[src/hw/rtl/lfu_pkg.sv]
// Shared types and constants for the LFU cache with LRU tie break.
// No dependencies; imported by lfu_ctrl, lfu_datapath and the top level.
package lfu_pkg;

   localparam int CAPACITY_DEF = 16;
   localparam int KEY_W        = 32;
   localparam int DATA_W       = 32;
   localparam int COUNT_W      = 32;
   localparam int STAMP_W      = 48;
   localparam int CAP_REG_W    = 5;

   localparam logic [CAP_REG_W-1:0] CAP_RESET = 5'd16;

   localparam logic CMD_GET = 1'b0;
   localparam logic CMD_PUT = 1'b1;

   localparam logic [DATA_W-1:0] MISS_VALUE = '1;   // -1

   typedef enum logic [1:0] {
      ST_IDLE,
      ST_SCAN,
      ST_COMMIT,
      ST_HOLD
   } state_type;

   typedef struct packed {
      logic load_req;   // latch request, restart scan
      logic scan_step;  // issue next entry read
      logic commit;     // apply update to entry store
      logic rsp_load;   // move result into output register
   } ctrl_cmd_type;

   typedef struct packed {
      logic scan_last;  // last entry being evaluated this cycle
      logic rsp_free;   // output register empty or being taken
   } ctrl_status_type;

   typedef struct packed {
      logic [STAMP_W-1:0] stamp;
      logic [COUNT_W-1:0] count;
      logic [DATA_W-1:0]  data;
      logic [KEY_W-1:0]   key;
   } entry_type;

endpackage

[src/hw/rtl/lfu_cache_lru_tiebreak.sv]
// Top level of the LFU key-value cache with least-recently-used tie break.
// Depends on lfu_pkg, lfu_ctrl and lfu_datapath.
//
//   channel  dir  handshake              payload
//   req_     in   req_tvalid/req_tready  tuser: cmd; tdata: key, value
//   rsp_     out  rsp_tvalid/rsp_tready  tuser: hit; tdata: read_value
//   csr_     in   csr_valid/csr_ready    csr_wdata: capacity_in_use
//
// Each request is accepted, then sweeps the single read port of the entry
// store (one entry a cycle, read data registered), then is written back.
// Reset clears valid bits, access clock and capacity (to 16) at once; the
// entry store itself needs no clearing pass.
// The result sits in an output register; a stalled rsp_ holds the next
// request only at write-back time, never at acceptance.
module lfu_cache_lru_tiebreak
   import lfu_pkg::*;
#(
   parameter int CAPACITY = CAPACITY_DEF
) (
   input  logic                 clock,
   input  logic                 reset,
   // request words
   input  logic                 req_tvalid,
   output logic                 req_tready,
   input  logic [0:0]           req_tuser,   // [0] cmd (0 get, 1 put)
   input  logic [63:0]          req_tdata,   // [31:0] key, [63:32] value
   // result words
   output logic                 rsp_tvalid,
   input  logic                 rsp_tready,
   output logic [0:0]           rsp_tuser,   // [0] hit
   output logic [31:0]          rsp_tdata,   // [31:0] read_value
   // capacity register write
   input  logic                 csr_valid,
   output logic                 csr_ready,
   input  logic [CAP_REG_W-1:0] csr_wdata
);

   ctrl_cmd_type    cmd;
   ctrl_status_type status;

   // register writes must be made only while idle (unchecked); always ready
   assign csr_ready = 1'b1;

   lfu_ctrl u_ctrl (
      .clock      (clock),
      .reset      (reset),
      .req_tvalid (req_tvalid),
      .req_tready (req_tready),
      .cmd        (cmd),
      .status     (status)
   );

   lfu_datapath #(
      .CAPACITY (CAPACITY)
   ) u_datapath (
      .clock      (clock),
      .reset      (reset),
      .cmd        (cmd),
      .status     (status),
      .req_tuser  (req_tuser),
      .req_tdata  (req_tdata),
      .rsp_tvalid (rsp_tvalid),
      .rsp_tready (rsp_tready),
      .rsp_tuser  (rsp_tuser),
      .rsp_tdata  (rsp_tdata),
      .csr_valid  (csr_valid && csr_ready),
      .csr_wdata  (csr_wdata)
   );

endmodule

[src/hw/rtl/lfu_ctrl.sv]
// Sequencer for the LFU cache: accept, scan, commit, hand result over.
// Depends on lfu_pkg.
module lfu_ctrl
   import lfu_pkg::*;
(
   input  logic            clock,
   input  logic            reset,
   input  logic            req_tvalid,
   output logic            req_tready,
   output ctrl_cmd_type    cmd,
   input  ctrl_status_type status
);

   state_type state_ff, state_in;

   always_ff @(posedge clock) begin
      if (reset) begin
         state_ff <= ST_IDLE;
      end else begin
         state_ff <= state_in;
      end
   end

   always_comb begin
      state_in   = state_ff;
      cmd        = '0;
      req_tready = 1'b0;
      case (state_ff)
         ST_IDLE: begin
            req_tready = 1'b1;
            if (req_tvalid) begin
               cmd.load_req = 1'b1;
               state_in     = ST_SCAN;
            end
         end
         ST_SCAN: begin
            cmd.scan_step = 1'b1;
            if (status.scan_last) begin
               state_in = ST_COMMIT;
            end
         end
         ST_COMMIT: begin
            cmd.commit = 1'b1;
            if (status.rsp_free) begin
               cmd.rsp_load = 1'b1;
               state_in     = ST_IDLE;
            end else begin
               state_in = ST_HOLD;
            end
         end
         ST_HOLD: begin
            if (status.rsp_free) begin
               cmd.rsp_load = 1'b1;
               state_in     = ST_IDLE;
            end
         end
         default: begin
            state_in = ST_IDLE;
         end
      endcase
   end

   // commit happens exactly once, right after the scan ends
   a_commit_after_scan: assert property (@(posedge clock) disable iff (reset)
      state_ff == ST_SCAN && status.scan_last |=> cmd.commit)
      else $error("commit did not follow end of scan");

   a_one_commit: assert property (@(posedge clock) disable iff (reset)
      cmd.commit |=> !cmd.commit)
      else $error("commit repeated");

   a_no_accept_busy: assert property (@(posedge clock) disable iff (reset)
      cmd.load_req |=> !req_tready)
      else $error("request accepted while busy");

endmodule

[src/hw/rtl/lfu_datapath.sv]
// Entry store, scan trackers, replacement decision and output register.
// Depends on lfu_pkg; driven by lfu_ctrl through ctrl_cmd_type.
module lfu_datapath
   import lfu_pkg::*;
#(
   parameter int CAPACITY = CAPACITY_DEF
) (
   input  logic                 clock,
   input  logic                 reset,
   input  ctrl_cmd_type         cmd,
   output ctrl_status_type      status,
   input  logic [0:0]           req_tuser,
   input  logic [63:0]          req_tdata,
   output logic                 rsp_tvalid,
   input  logic                 rsp_tready,
   output logic [0:0]           rsp_tuser,
   output logic [31:0]          rsp_tdata,
   input  logic                 csr_valid,
   input  logic [CAP_REG_W-1:0] csr_wdata
);

   localparam int IDX_W = (CAPACITY > 1) ? $clog2(CAPACITY) : 1;
   localparam int CNT_W = $clog2(CAPACITY + 1);
   localparam int CMP_W = (CNT_W > CAP_REG_W) ? CNT_W : CAP_REG_W;
   localparam logic [IDX_W-1:0] LAST_IDX = IDX_W'(CAPACITY - 1);

   // configuration
   logic [CAP_REG_W-1:0] cap_ff;

   // request word
   logic               req_cmd_ff;
   logic [KEY_W-1:0]   req_key_ff;
   logic [DATA_W-1:0]  req_val_ff;

   // entry store and state
   entry_type             entry_mem [CAPACITY];
   entry_type             rd_data_ff;
   logic [CAPACITY-1:0]   valid_ff;
   logic [STAMP_W-1:0]    clock_ff;

   // scan pipeline
   logic [IDX_W-1:0] addr_ff;
   logic             addr_done_ff;
   logic             eval_vld_ff;
   logic [IDX_W-1:0] eval_idx_ff;

   // trackers
   logic               match_found_ff;
   logic [IDX_W-1:0]   match_idx_ff;
   logic [DATA_W-1:0]  match_data_ff;
   logic [COUNT_W-1:0] match_count_ff;
   logic               free_found_ff;
   logic [IDX_W-1:0]   free_idx_ff;
   logic               victim_found_ff;
   logic [IDX_W-1:0]   victim_idx_ff;
   logic [COUNT_W-1:0] victim_count_ff;
   logic [STAMP_W-1:0] victim_stamp_ff;
   logic [CNT_W-1:0]   used_ff;

   // output register
   logic               rsp_valid_ff;
   logic               rsp_hit_ff;
   logic [DATA_W-1:0]  rsp_data_ff;

   // decision
   logic               ev_valid;
   logic               ev_better;
   logic [CMP_W-1:0]   cap_ext;
   logic [CMP_W-1:0]   cap_eff;
   logic               full;
   logic               wr_en;
   logic               insert;
   logic [IDX_W-1:0]   wr_idx;
   entry_type          wr_entry;
   logic [COUNT_W-1:0] count_inc;
   logic [DATA_W-1:0]  res_data;

   assign ev_valid  = valid_ff[eval_idx_ff];
   assign ev_better = !victim_found_ff
                   || (rd_data_ff.count < victim_count_ff)
                   || (rd_data_ff.count == victim_count_ff
                       && rd_data_ff.stamp < victim_stamp_ff);

   assign cap_ext   = CMP_W'(cap_ff);
   assign cap_eff   = (cap_ext > CMP_W'(CAPACITY)) ? CMP_W'(CAPACITY) : cap_ext;
   assign full      = CMP_W'(used_ff) >= cap_eff;
   assign count_inc = (match_count_ff == '1) ? match_count_ff : match_count_ff + 1'b1;

   always_comb begin
      wr_en          = 1'b0;
      insert         = 1'b0;
      wr_idx         = match_idx_ff;
      wr_entry.key   = req_key_ff;
      wr_entry.data  = match_data_ff;
      wr_entry.count = count_inc;
      wr_entry.stamp = clock_ff;
      res_data       = '0;
      if (req_cmd_ff == CMD_GET) begin
         if (match_found_ff) begin
            wr_en    = 1'b1;
            res_data = match_data_ff;
         end else begin
            res_data = MISS_VALUE;
         end
      end else if (cap_eff != '0) begin
         wr_en         = 1'b1;
         wr_entry.data = req_val_ff;
         if (!match_found_ff) begin
            insert         = 1'b1;
            wr_idx         = full ? victim_idx_ff : free_idx_ff;
            wr_entry.count = COUNT_W'(1);
         end
      end
   end

   assign status.scan_last = eval_vld_ff && (eval_idx_ff == LAST_IDX);
   assign status.rsp_free  = !rsp_valid_ff || rsp_tready;

   always_ff @(posedge clock) begin
      if (reset) begin
         cap_ff <= CAP_RESET;
      end else if (csr_valid) begin
         cap_ff <= csr_wdata;
      end
   end

   // store: one read port (registered), one write port
   always_ff @(posedge clock) begin
      rd_data_ff <= entry_mem[addr_ff];
      if (cmd.commit && wr_en) begin
         entry_mem[wr_idx] <= wr_entry;
      end
   end

   always_ff @(posedge clock) begin
      if (reset) begin
         valid_ff <= '0;
         clock_ff <= '0;
      end else if (cmd.commit && wr_en) begin
         clock_ff <= clock_ff + 1'b1;
         if (insert) begin
            valid_ff[wr_idx] <= 1'b1;
         end
      end
   end

   always_ff @(posedge clock) begin
      if (cmd.load_req) begin
         req_cmd_ff <= req_tuser[0];
         req_key_ff <= req_tdata[31:0];
         req_val_ff <= req_tdata[63:32];
      end
   end

   // scan issue and evaluate stages
   always_ff @(posedge clock) begin
      if (reset) begin
         addr_ff      <= '0;
         addr_done_ff <= 1'b0;
         eval_vld_ff  <= 1'b0;
      end else if (cmd.load_req) begin
         addr_ff      <= '0;
         addr_done_ff <= 1'b0;
         eval_vld_ff  <= 1'b0;
      end else begin
         eval_vld_ff <= cmd.scan_step && !addr_done_ff;
         if (cmd.scan_step && !addr_done_ff) begin
            if (addr_ff == LAST_IDX) begin
               addr_done_ff <= 1'b1;
            end else begin
               addr_ff <= addr_ff + 1'b1;
            end
         end
      end
   end

   always_ff @(posedge clock) begin
      eval_idx_ff <= addr_ff;
   end

   always_ff @(posedge clock) begin
      if (reset) begin
         match_found_ff  <= 1'b0;
         free_found_ff   <= 1'b0;
         victim_found_ff <= 1'b0;
         used_ff         <= '0;
      end else if (cmd.load_req) begin
         match_found_ff  <= 1'b0;
         free_found_ff   <= 1'b0;
         victim_found_ff <= 1'b0;
         used_ff         <= '0;
      end else if (eval_vld_ff) begin
         if (ev_valid) begin
            used_ff <= used_ff + 1'b1;
            if (!match_found_ff && rd_data_ff.key == req_key_ff) begin
               match_found_ff <= 1'b1;
            end
            if (ev_better) begin
               victim_found_ff <= 1'b1;
            end
         end else if (!free_found_ff) begin
            free_found_ff <= 1'b1;
         end
      end
   end

   always_ff @(posedge clock) begin
      if (eval_vld_ff && ev_valid) begin
         if (!match_found_ff && rd_data_ff.key == req_key_ff) begin
            match_idx_ff   <= eval_idx_ff;
            match_data_ff  <= rd_data_ff.data;
            match_count_ff <= rd_data_ff.count;
         end
         if (ev_better) begin
            victim_idx_ff   <= eval_idx_ff;
            victim_count_ff <= rd_data_ff.count;
            victim_stamp_ff <= rd_data_ff.stamp;
         end
      end
      if (eval_vld_ff && !ev_valid && !free_found_ff) begin
         free_idx_ff <= eval_idx_ff;
      end
   end

   // output register
   always_ff @(posedge clock) begin
      if (reset) begin
         rsp_valid_ff <= 1'b0;
      end else if (cmd.rsp_load) begin
         rsp_valid_ff <= 1'b1;
      end else if (rsp_tready) begin
         rsp_valid_ff <= 1'b0;
      end
   end

   always_ff @(posedge clock) begin
      if (cmd.rsp_load) begin
         rsp_hit_ff  <= match_found_ff;
         rsp_data_ff <= res_data;
      end
   end

   assign rsp_tvalid   = rsp_valid_ff;
   assign rsp_tuser[0] = rsp_hit_ff;
   assign rsp_tdata    = rsp_data_ff;

   a_insert_sets_valid: assert property (@(posedge clock) disable iff (reset)
      cmd.commit && wr_en && insert |=> valid_ff[$past(wr_idx)])
      else $error("inserted entry not marked valid");

   a_clock_step: assert property (@(posedge clock) disable iff (reset)
      cmd.commit && wr_en |=> clock_ff == STAMP_W'($past(clock_ff) + 1'b1))
      else $error("access clock did not advance on touch");

   a_free_seen: assert property (@(posedge clock) disable iff (reset)
      eval_vld_ff && !ev_valid |=> free_found_ff)
      else $error("empty slot missed during scan");

   a_used_bound: assert property (@(posedge clock) disable iff (reset)
      CMP_W'(used_ff) <= CMP_W'(CAPACITY))
      else $error("occupancy count overflow");

endmodule

[config.mk]
export PLATFORM = sky130hd
export DESIGN_NAME = lfu_cache_lru_tiebreak
export DESIGN_NICKNAME = d
export VERILOG_FILES = /design/src/hw/rtl/lfu_pkg.sv /design/src/hw/rtl/lfu_cache_lru_tiebreak.sv /design/src/hw/rtl/lfu_ctrl.sv /design/src/hw/rtl/lfu_datapath.sv
export SDC_FILE = /design/constraint.sdc
export NUM_CORES = 2
export LEC_CHECK = 0
export BUFFER_PORTS_ARGS = -buffer_cell sky130_fd_sc_hd__buf_4
export CAP_MARGIN = 20
export CORE_MARGIN = 2
export CORE_UTILIZATION = 35
export CTS_BUF_LIST = sky130_fd_sc_hd__clkbuf_4 sky130_fd_sc_hd__clkbuf_8 sky130_fd_sc_hd__clkbuf_16
export CTS_CLUSTER_SIZE = 28
export DETAILED_ROUTE_END_ITERATION = 8
export HOLD_SLACK_MARGIN = 0.08
export PLACE_DENSITY = 0.57
export SYNTH_ARGS = -nofsm -noshare
export SYNTH_HDL_FRONTEND = slang
export SYNTH_SLANG_ARGS = --single-unit
[constraint.sdc]
create_clock -name clock -period 36.7 [get_ports clock]
set_clock_uncertainty 0.15 [all_clocks]
set_input_delay 1.835 -clock clock [delete_from_list [all_inputs] [get_ports clock]]
set_output_delay 1.835 -clock clock [all_outputs]
set_load 0.02 [all_outputs]
**Yosys cells after proc, flatten, opt, wreduce, memory -nomap -nowiden**

Memory sizes are Yosys's and may differ from the RTL's. A register that Yosys moved wholly into a read port is not among the register bits.
Cells that the tools add are included.

- Flip-flop bits (word level): 344
- Bits in writable memories: 2,304
- Input bits: 75
- Output and inout port bits: 36
- Logic and storage cells: 120
- Memories kept: 1

Memory list:

| memory | words | bits a word | rd ports | clocked after Yosys merged registers in | write ports | RTL line | source |
|---|---|---|---|---|---|---|---|
| u_datapath.entry_mem | 16 | 144 | 1 | 1 | 1 | lfu_datapath.sv:36 | `entry_type entry_mem [CAPACITY];` |

- $add $sub $neg: 4
- $lt $le $gt $ge: 7
- Equality and inequality tests: 11
- Multiplexer cells: 36
- Bitwise logic cells: 3
- Reduce and logical (&&, ||, !) cells: 33

Operators by type and width:

| kind | count |
|---|---|
| $mux W64 | 2 |
| $mux W32 | 3 |
| $eq A32 B32 Y1 | 2 |
| $add A48 B1 Y48 const B | 1 |
| $lt A48 B48 Y1 | 1 |
| $add A32 B1 Y32 const B | 1 |
| $eq A32 B32 Y1 const B | 1 |
| $lt A32 B32 Y1 | 1 |
| $mux W1 | 19 |
| $mux W4 | 4 |
| $or A16 B16 Y16 | 1 |
| $reduce_and A2 Y1 | 7 |
| $lt A4 B5 Y1 const B | 2 |
| $logic_and A1 B1 Y1 | 9 |
| $reduce_and A3 Y1 | 3 |
| $eq A4 B4 Y1 const B | 2 |
| $mux W2 | 4 |
| $pmux W2 S4 | 1 |
| $logic_not A1 Y1 | 6 |
| $ne A2 B2 Y1 const B | 3 |
| $add A5 B1 Y5 const B | 1 |
| $ge A5 B5 Y1 | 1 |
| $gt A5 B5 Y1 const B | 1 |
| $mux W5 | 1 |
| 12 further kinds | 17 |

**Logic depth before layout (Yosys ltp)**

- Depth after elaboration: 12
- Gate-level depth with buffers: 10
- Gate-level depth less buffers: 9

**Hierarchy**

Synthesis repeated with hierarchy kept, for this count alone.

- Cell total of the unflattened synthesis: 4,687
- Area total of the unflattened synthesis: 104,731.7 µm²

Modules (own cells, without submodules):

| module | times used | cells an instance | area an instance (µm²) | seq. area each (µm²) |
|---|---|---|---|---|
| lfu_datapath | 1 | 4,672 | 104,602.8 | 81,458.1 |
| lfu_ctrl | 1 | 13 | 117.6 | 40.0 |
| lfu_cache_lru_tiebreak | 1 | 2 | 11.3 | 0.0 |

**Worst setup path before layout**

Ideal clock, no wire load.

- Kind: flip-flop to flip-flop
- Start point: register u_datapath.cap_ff[4], in the netlist u_datapath.cap_ext[4]
- End point: memory u_datapath.entry_mem[13][0] in the netlist's numbering (enable)
- Library setup time: 0.823 ns
- Arrival: 11.990 ns
- Required time: 35.727 ns
- Slack: 23.738 ns
- Stages on the path, launching flop included: 11
- Buffers on the path: 1
- Cell sequence: dfxtp_1 inv_1 nand2_1 ha_1 a21o_1 a31oi_1 o21ai_1 a211oi_1 or3b_1 clkbuf_1 nor3_1

- Word-level cells in the longest chain between the ends: 8
- Elaborated cells on any way between the ends: 13

RTL lines:

| what | RTL line | source |
|---|---|---|
| start: declaration | lfu_datapath.sv:28 | `logic [CAP_REG_W-1:0] cap_ff;` |
| start signal: assignment | lfu_datapath.sv:123 | `cap_ff <= csr_wdata;` |
| $gt A5 B5 Y1 | lfu_datapath.sv:85 | `assign cap_eff = (cap_ext > CMP_W'(CAPACITY)) ? CMP_W'(CAPACITY) : cap_ext;` |
| $mux W5 * | lfu_datapath.sv:85 |  |
| branches (longest 6 deep; another with $ge A5 B5 Y1) | - |  |
| end: declaration | lfu_datapath.sv:36 |  |

Mark *: on every way between the ends.

**Worst setup path after layout**

- Start point: register u_datapath.req_cmd_ff
- End point: memory u_datapath.entry_mem[1][24] in the netlist's numbering (enable)

- Word-level cells in the longest chain between the ends: 4
- Elaborated cells on any way between the ends: 5

RTL lines:

| what | RTL line | source |
|---|---|---|
| start: declaration | lfu_datapath.sv:31 | `logic req_cmd_ff;` |
| start signal: assignment | lfu_datapath.sv:149 | `req_cmd_ff <= req_tuser[0];` |
| $mux W1 | lfu_datapath.sv:98 | `if (req_cmd_ff == CMD_GET) begin` |
| $logic_and A1 B1 Y1 | lfu_datapath.sv:130 | `if (cmd.commit && wr_en) begin` |
| $mux W1 | lfu_datapath.sv:130 |  |
| $mux W1 (implied by the code) | lfu_datapath.sv:131 | `entry_mem[wr_idx] <= wr_entry;` |

Parallel ways exist; a longest one is shown, timed or not.

==> reports/metrics.yaml <==
floorplan:
  ioPinCount: 111
  start_util_pct: 35.2
  rows: 200
  dieArea_um2: 303000
  die_x_um: 551
  core_um2: 297000
  die_y_um: 551
sta:
  rsz0062_at_grt: "false"
  drv_slew: 0
  fmax_ghz: 0.195
  fin_ws_ns: 31.58
  fin_crit_ns: 5.12
  timing.final.crit_share_pct: 13.9
  tightest_slew_ns: 1.19
  final-hold-violation-count: 0
  maxSlewHeadroom_pct: 20.3
  final.setup.tns_ns: 0
  setup_viol: 0
power:
  peakVddDrop_v: 0.0000341
  powerDensity_nw_per_um2: 55.3
  power_leakage_nw: 37.8
  finalPower_mw: 6.68
synth:
  synth_compound_area_share_pct: 1.22
  synth.area.mux_share_pct: 15.7
  synthSimpleGateAreaFrac_pct: 2.04
  yosysSeqAreaShare_pct: 77.9
  avgSynthCellArea_um2: 22.3
  synthXorXnorAreaFrac_pct: 0.796
  synth_area_leaders: "edfxtp_1 (73%), mux4_2 (16%), dfxtp_1 (4.5%), ha_1 (1.1%), clkbuf_1 (0.48%)"
  synthFlopType: "edfxtp_1"
  synth.top_cell.area_share_pct: 73.4
  synth_top_cell_by_area: "edfxtp_1"
  synth_edf_count: 2558
  synth_top_family_by_area: "multiplexers"
  synthAdderAreaFrac_pct: 1.05
  netlist_area_um2: 105000
  syn_inst: 4682
  synth_fp_nets: 4845
  synth_seq_cells: 2792
  ys_types: 63
  async_flop_share_pct: 0
  yosysWarnings: 0
detailed_routing:
  vias: 47627
  routed_via_density: 5.19
  firstDrtPassIters: 5
  ant_nets: 0
  wire_per_inst_um: 25.8
  route.detailed.drc: 0
  drt-total-wl_um: 237000
  drt_iter0_markers: 4385
setup_path:
  critPathLaunchType: "flop"
  crit_type: "flop to flop"
  worst-r2r-cell-count: 8
  critPathBufInv: 3
  path_delay_family: "buffers and inverters"
  cp_common_cell: "buf_4"
  path_max_fanout: 42
  cp.required_ns: 36.97
  path_cells: "buf_4, o21a_4, nand2b_1, a211oi_1, o21ai_1, nor3_2, buf_4, buf_4"
  r2r-end: "u_datapath.entry_mem[1][24]"
  worst_ep_arrival_time_ns: 5.39
  cp-end-kind: "flop"
  r2r-start: "u_datapath.req_cmd_ff"
  critPathMaxStageDelay_ns: 0.85
  critPathSlowestCell: "buf_4"
  rrSetupSlack_ns: 31.58
layout:
  drive_gt1_share_pct: 28.5
  nFillCells: 25874
  area_growth_pct: 15.5
  fin_util_pct: 40.7
  stdcell_area_um2: 121000
  final_nets: 5177
worst_hold_path:
  hold_path_depth: 0
  holdPathEnd: "u_datapath.match_data_ff[23]"
  hp-class: "flop to flop"
  min_from: "u_datapath.rd_data_ff[55]"
place:
  dp_hpwl_um: 118000
  post-place-ws_ns: 31.36
  place.gp.congestion: 0.732
  placed_area_um2: 111000
  numPortBuffers: 109
global_routing:
  gr-total-overflow: 0
  antenna_found_initial: 5
  grt_pass1_vias: 50167
  grt_usage_pct: 15.5
  grt_pass1_wl_um: 348000
  grt_max_degree: 120
clocking:
  post_cts_resized: 0
  postCtsSetupBuffers: 0
  cts.htree.levels: 5
  cts_tree: "done"
  clockBufferDepth: 4
  cts_root_buf: "clkbuf_16"
  numCtsBuffers: 296
  cts_hold_buf: 0
  clk_pin_slew_worst_paths_ns: 0.06
  clkLatencyLatePin_ns: 0.86
  cts_num_sinks: 2792
flow_run:
  maxCapViolCount: 0
status:
  status: "completed"
-- layer usage --
layer,GRT usage (%),wire length [um]
met1,21.3,104000
met2,26.2,117000
met3,2.13,10400
met4,3.92,5140
met5,0,19
-- power breakdown --
| part | internal [mW] | switching, mW |
|---|---|---|
| Sequential | 3.47 | 0.0184 |
| Combinational | 0.0868 | 0.0923 |
| Clock | 1.82 | 1.20 |
-- kinds of logic (layout without fill, tap and decap cells) --
| group | after synthesis | in the layout |
|---|---|---|
| adder cells (fa/ha/maj) | 88 | 88 |
| flip-flops | 2792 | 2792 |
| other | 1 | 4 |
| buffers and inverters | 333 | 893 |
| XOR/XNOR | 95 | 95 |
| multiplexers | 740 | 740 |
| AND/OR/NAND/NOR | 421 | 421 |
| AO/OA/AOI/OAI | 212 | 212 |
-- layout by cell type (no fill, tap or decap), drive strengths merged, types with 7 or more instances in the layout --
cell	n
buf	236
a21o	13
dfxtp	234
a21oi	83
xor2	50
inv	133
bufinv	26
nand2b	10
edfxtp	2558
ha	88
nor4	31
nand4	32
mux4	724
nor2	99
mux2i	14
or3	18
nor2b	10
clkinv	89
o211ai	7
nor3	41
and4	12
clkbuf	405
xnor2	45
and3	15
nand3	48
o21ai	61
o2bb2ai	16
nand2	92
-- final cells by class --
type / instances / area [um2] / area share [%]
multi-input combinational: 1557 / 22000 / 18.2
sequential: 2792 / 81500 / 67.5
clock buffer: 405 / 8560 / 7.08
clock inverter: 121 / 1370 / 1.14
tap: 3939 / 4930 / 4.08
timing repair buffer: 236 / 1980 / 1.64
inverter: 131 / 492 / 0.407
antenna: 3 / 7.51 / 0.00621
-- per-stage QoR --
stage,hold slack (ns),std cells
floorplan,0.176,4682
CTS,0.252,9170
finish,0.252,9184
global placement,0.240,8643
global route,0.259,9183
detailed placement,0.239,8644
-- synth_stat cells (2+ instances only) --
library cell / number
buf_1: 56
nand2_1: 92
nand3_1: 47
a211oi_1: 6
ha_1: 88
or3_1: 18
a21oi_1: 83
dfxtp_1: 234
mux2_2: 2
mux4_2: 724
o2111ai_1: 2
o21a_1: 4
and2_1: 3
mux2i_1: 14
or2_2: 4
o21ai_1: 5
a31oi_1: 3
o21ai_0: 56
and3_1: 15
clkbuf_1: 134
o31a_1: 2
a21o_1: 13
nor2_1: 99
o211ai_1: 7
xor2_1: 50
xnor2_1: 45
o22ai_1: 2
o2bb2ai_1: 16
nand2b_1: 10
nor2b_1: 10
buf_2: 10
edfxtp_1: 2558
nand4_1: 31
nor4_1: 29
nor3b_1: 2
a211o_1: 2
nor3_1: 41
inv_1: 130
and4_1: 11
-- registers in the layout, summed over array words and instances, names as in the netlist, 5 cells and up --
| signal | flops |
|---|---|
| u_datapath.victim_stamp_ff | 48 |
| u_datapath.match_data_ff | 32 |
| u_datapath.clock_ff | 48 |
| u_datapath.rsp_tdata | 32 |
| u_datapath.req_val_ff | 32 |
| u_datapath.victim_count_ff | 32 |
| u_datapath.rd_data_ff | 144 |
| u_datapath.cap_ext | 5 |
| u_datapath.match_count_ff | 32 |
| u_datapath.req_key_ff | 32 |
| u_datapath.entry_mem | 2304 |
| u_datapath.used_ff | 5 |
| u_datapath.valid_ff | 16 |
-- how the worst max path moves through the flow --
stage,cells after the start,from,slack [ns],endpoint
final,8,u_datapath.req_cmd_ff,31.58,u_datapath.entry_mem[1][24]
after global routing,5,u_datapath.addr_ff[0],31.25,u_datapath.rd_data_ff[48]
after CTS,7,u_datapath.req_cmd_ff,31.32,u_datapath.entry_mem[11][9]
after detailed placement,7,u_datapath.req_cmd_ff,31.36,u_datapath.entry_mem[11][121]
after global placement,7,u_datapath.req_cmd_ff,31.45,u_datapath.entry_mem[11][128]
after floorplan,10,u_datapath.cap_ext[4],23.74,u_datapath.entry_mem[13][0]
Power figures use the tool's default switching activity.
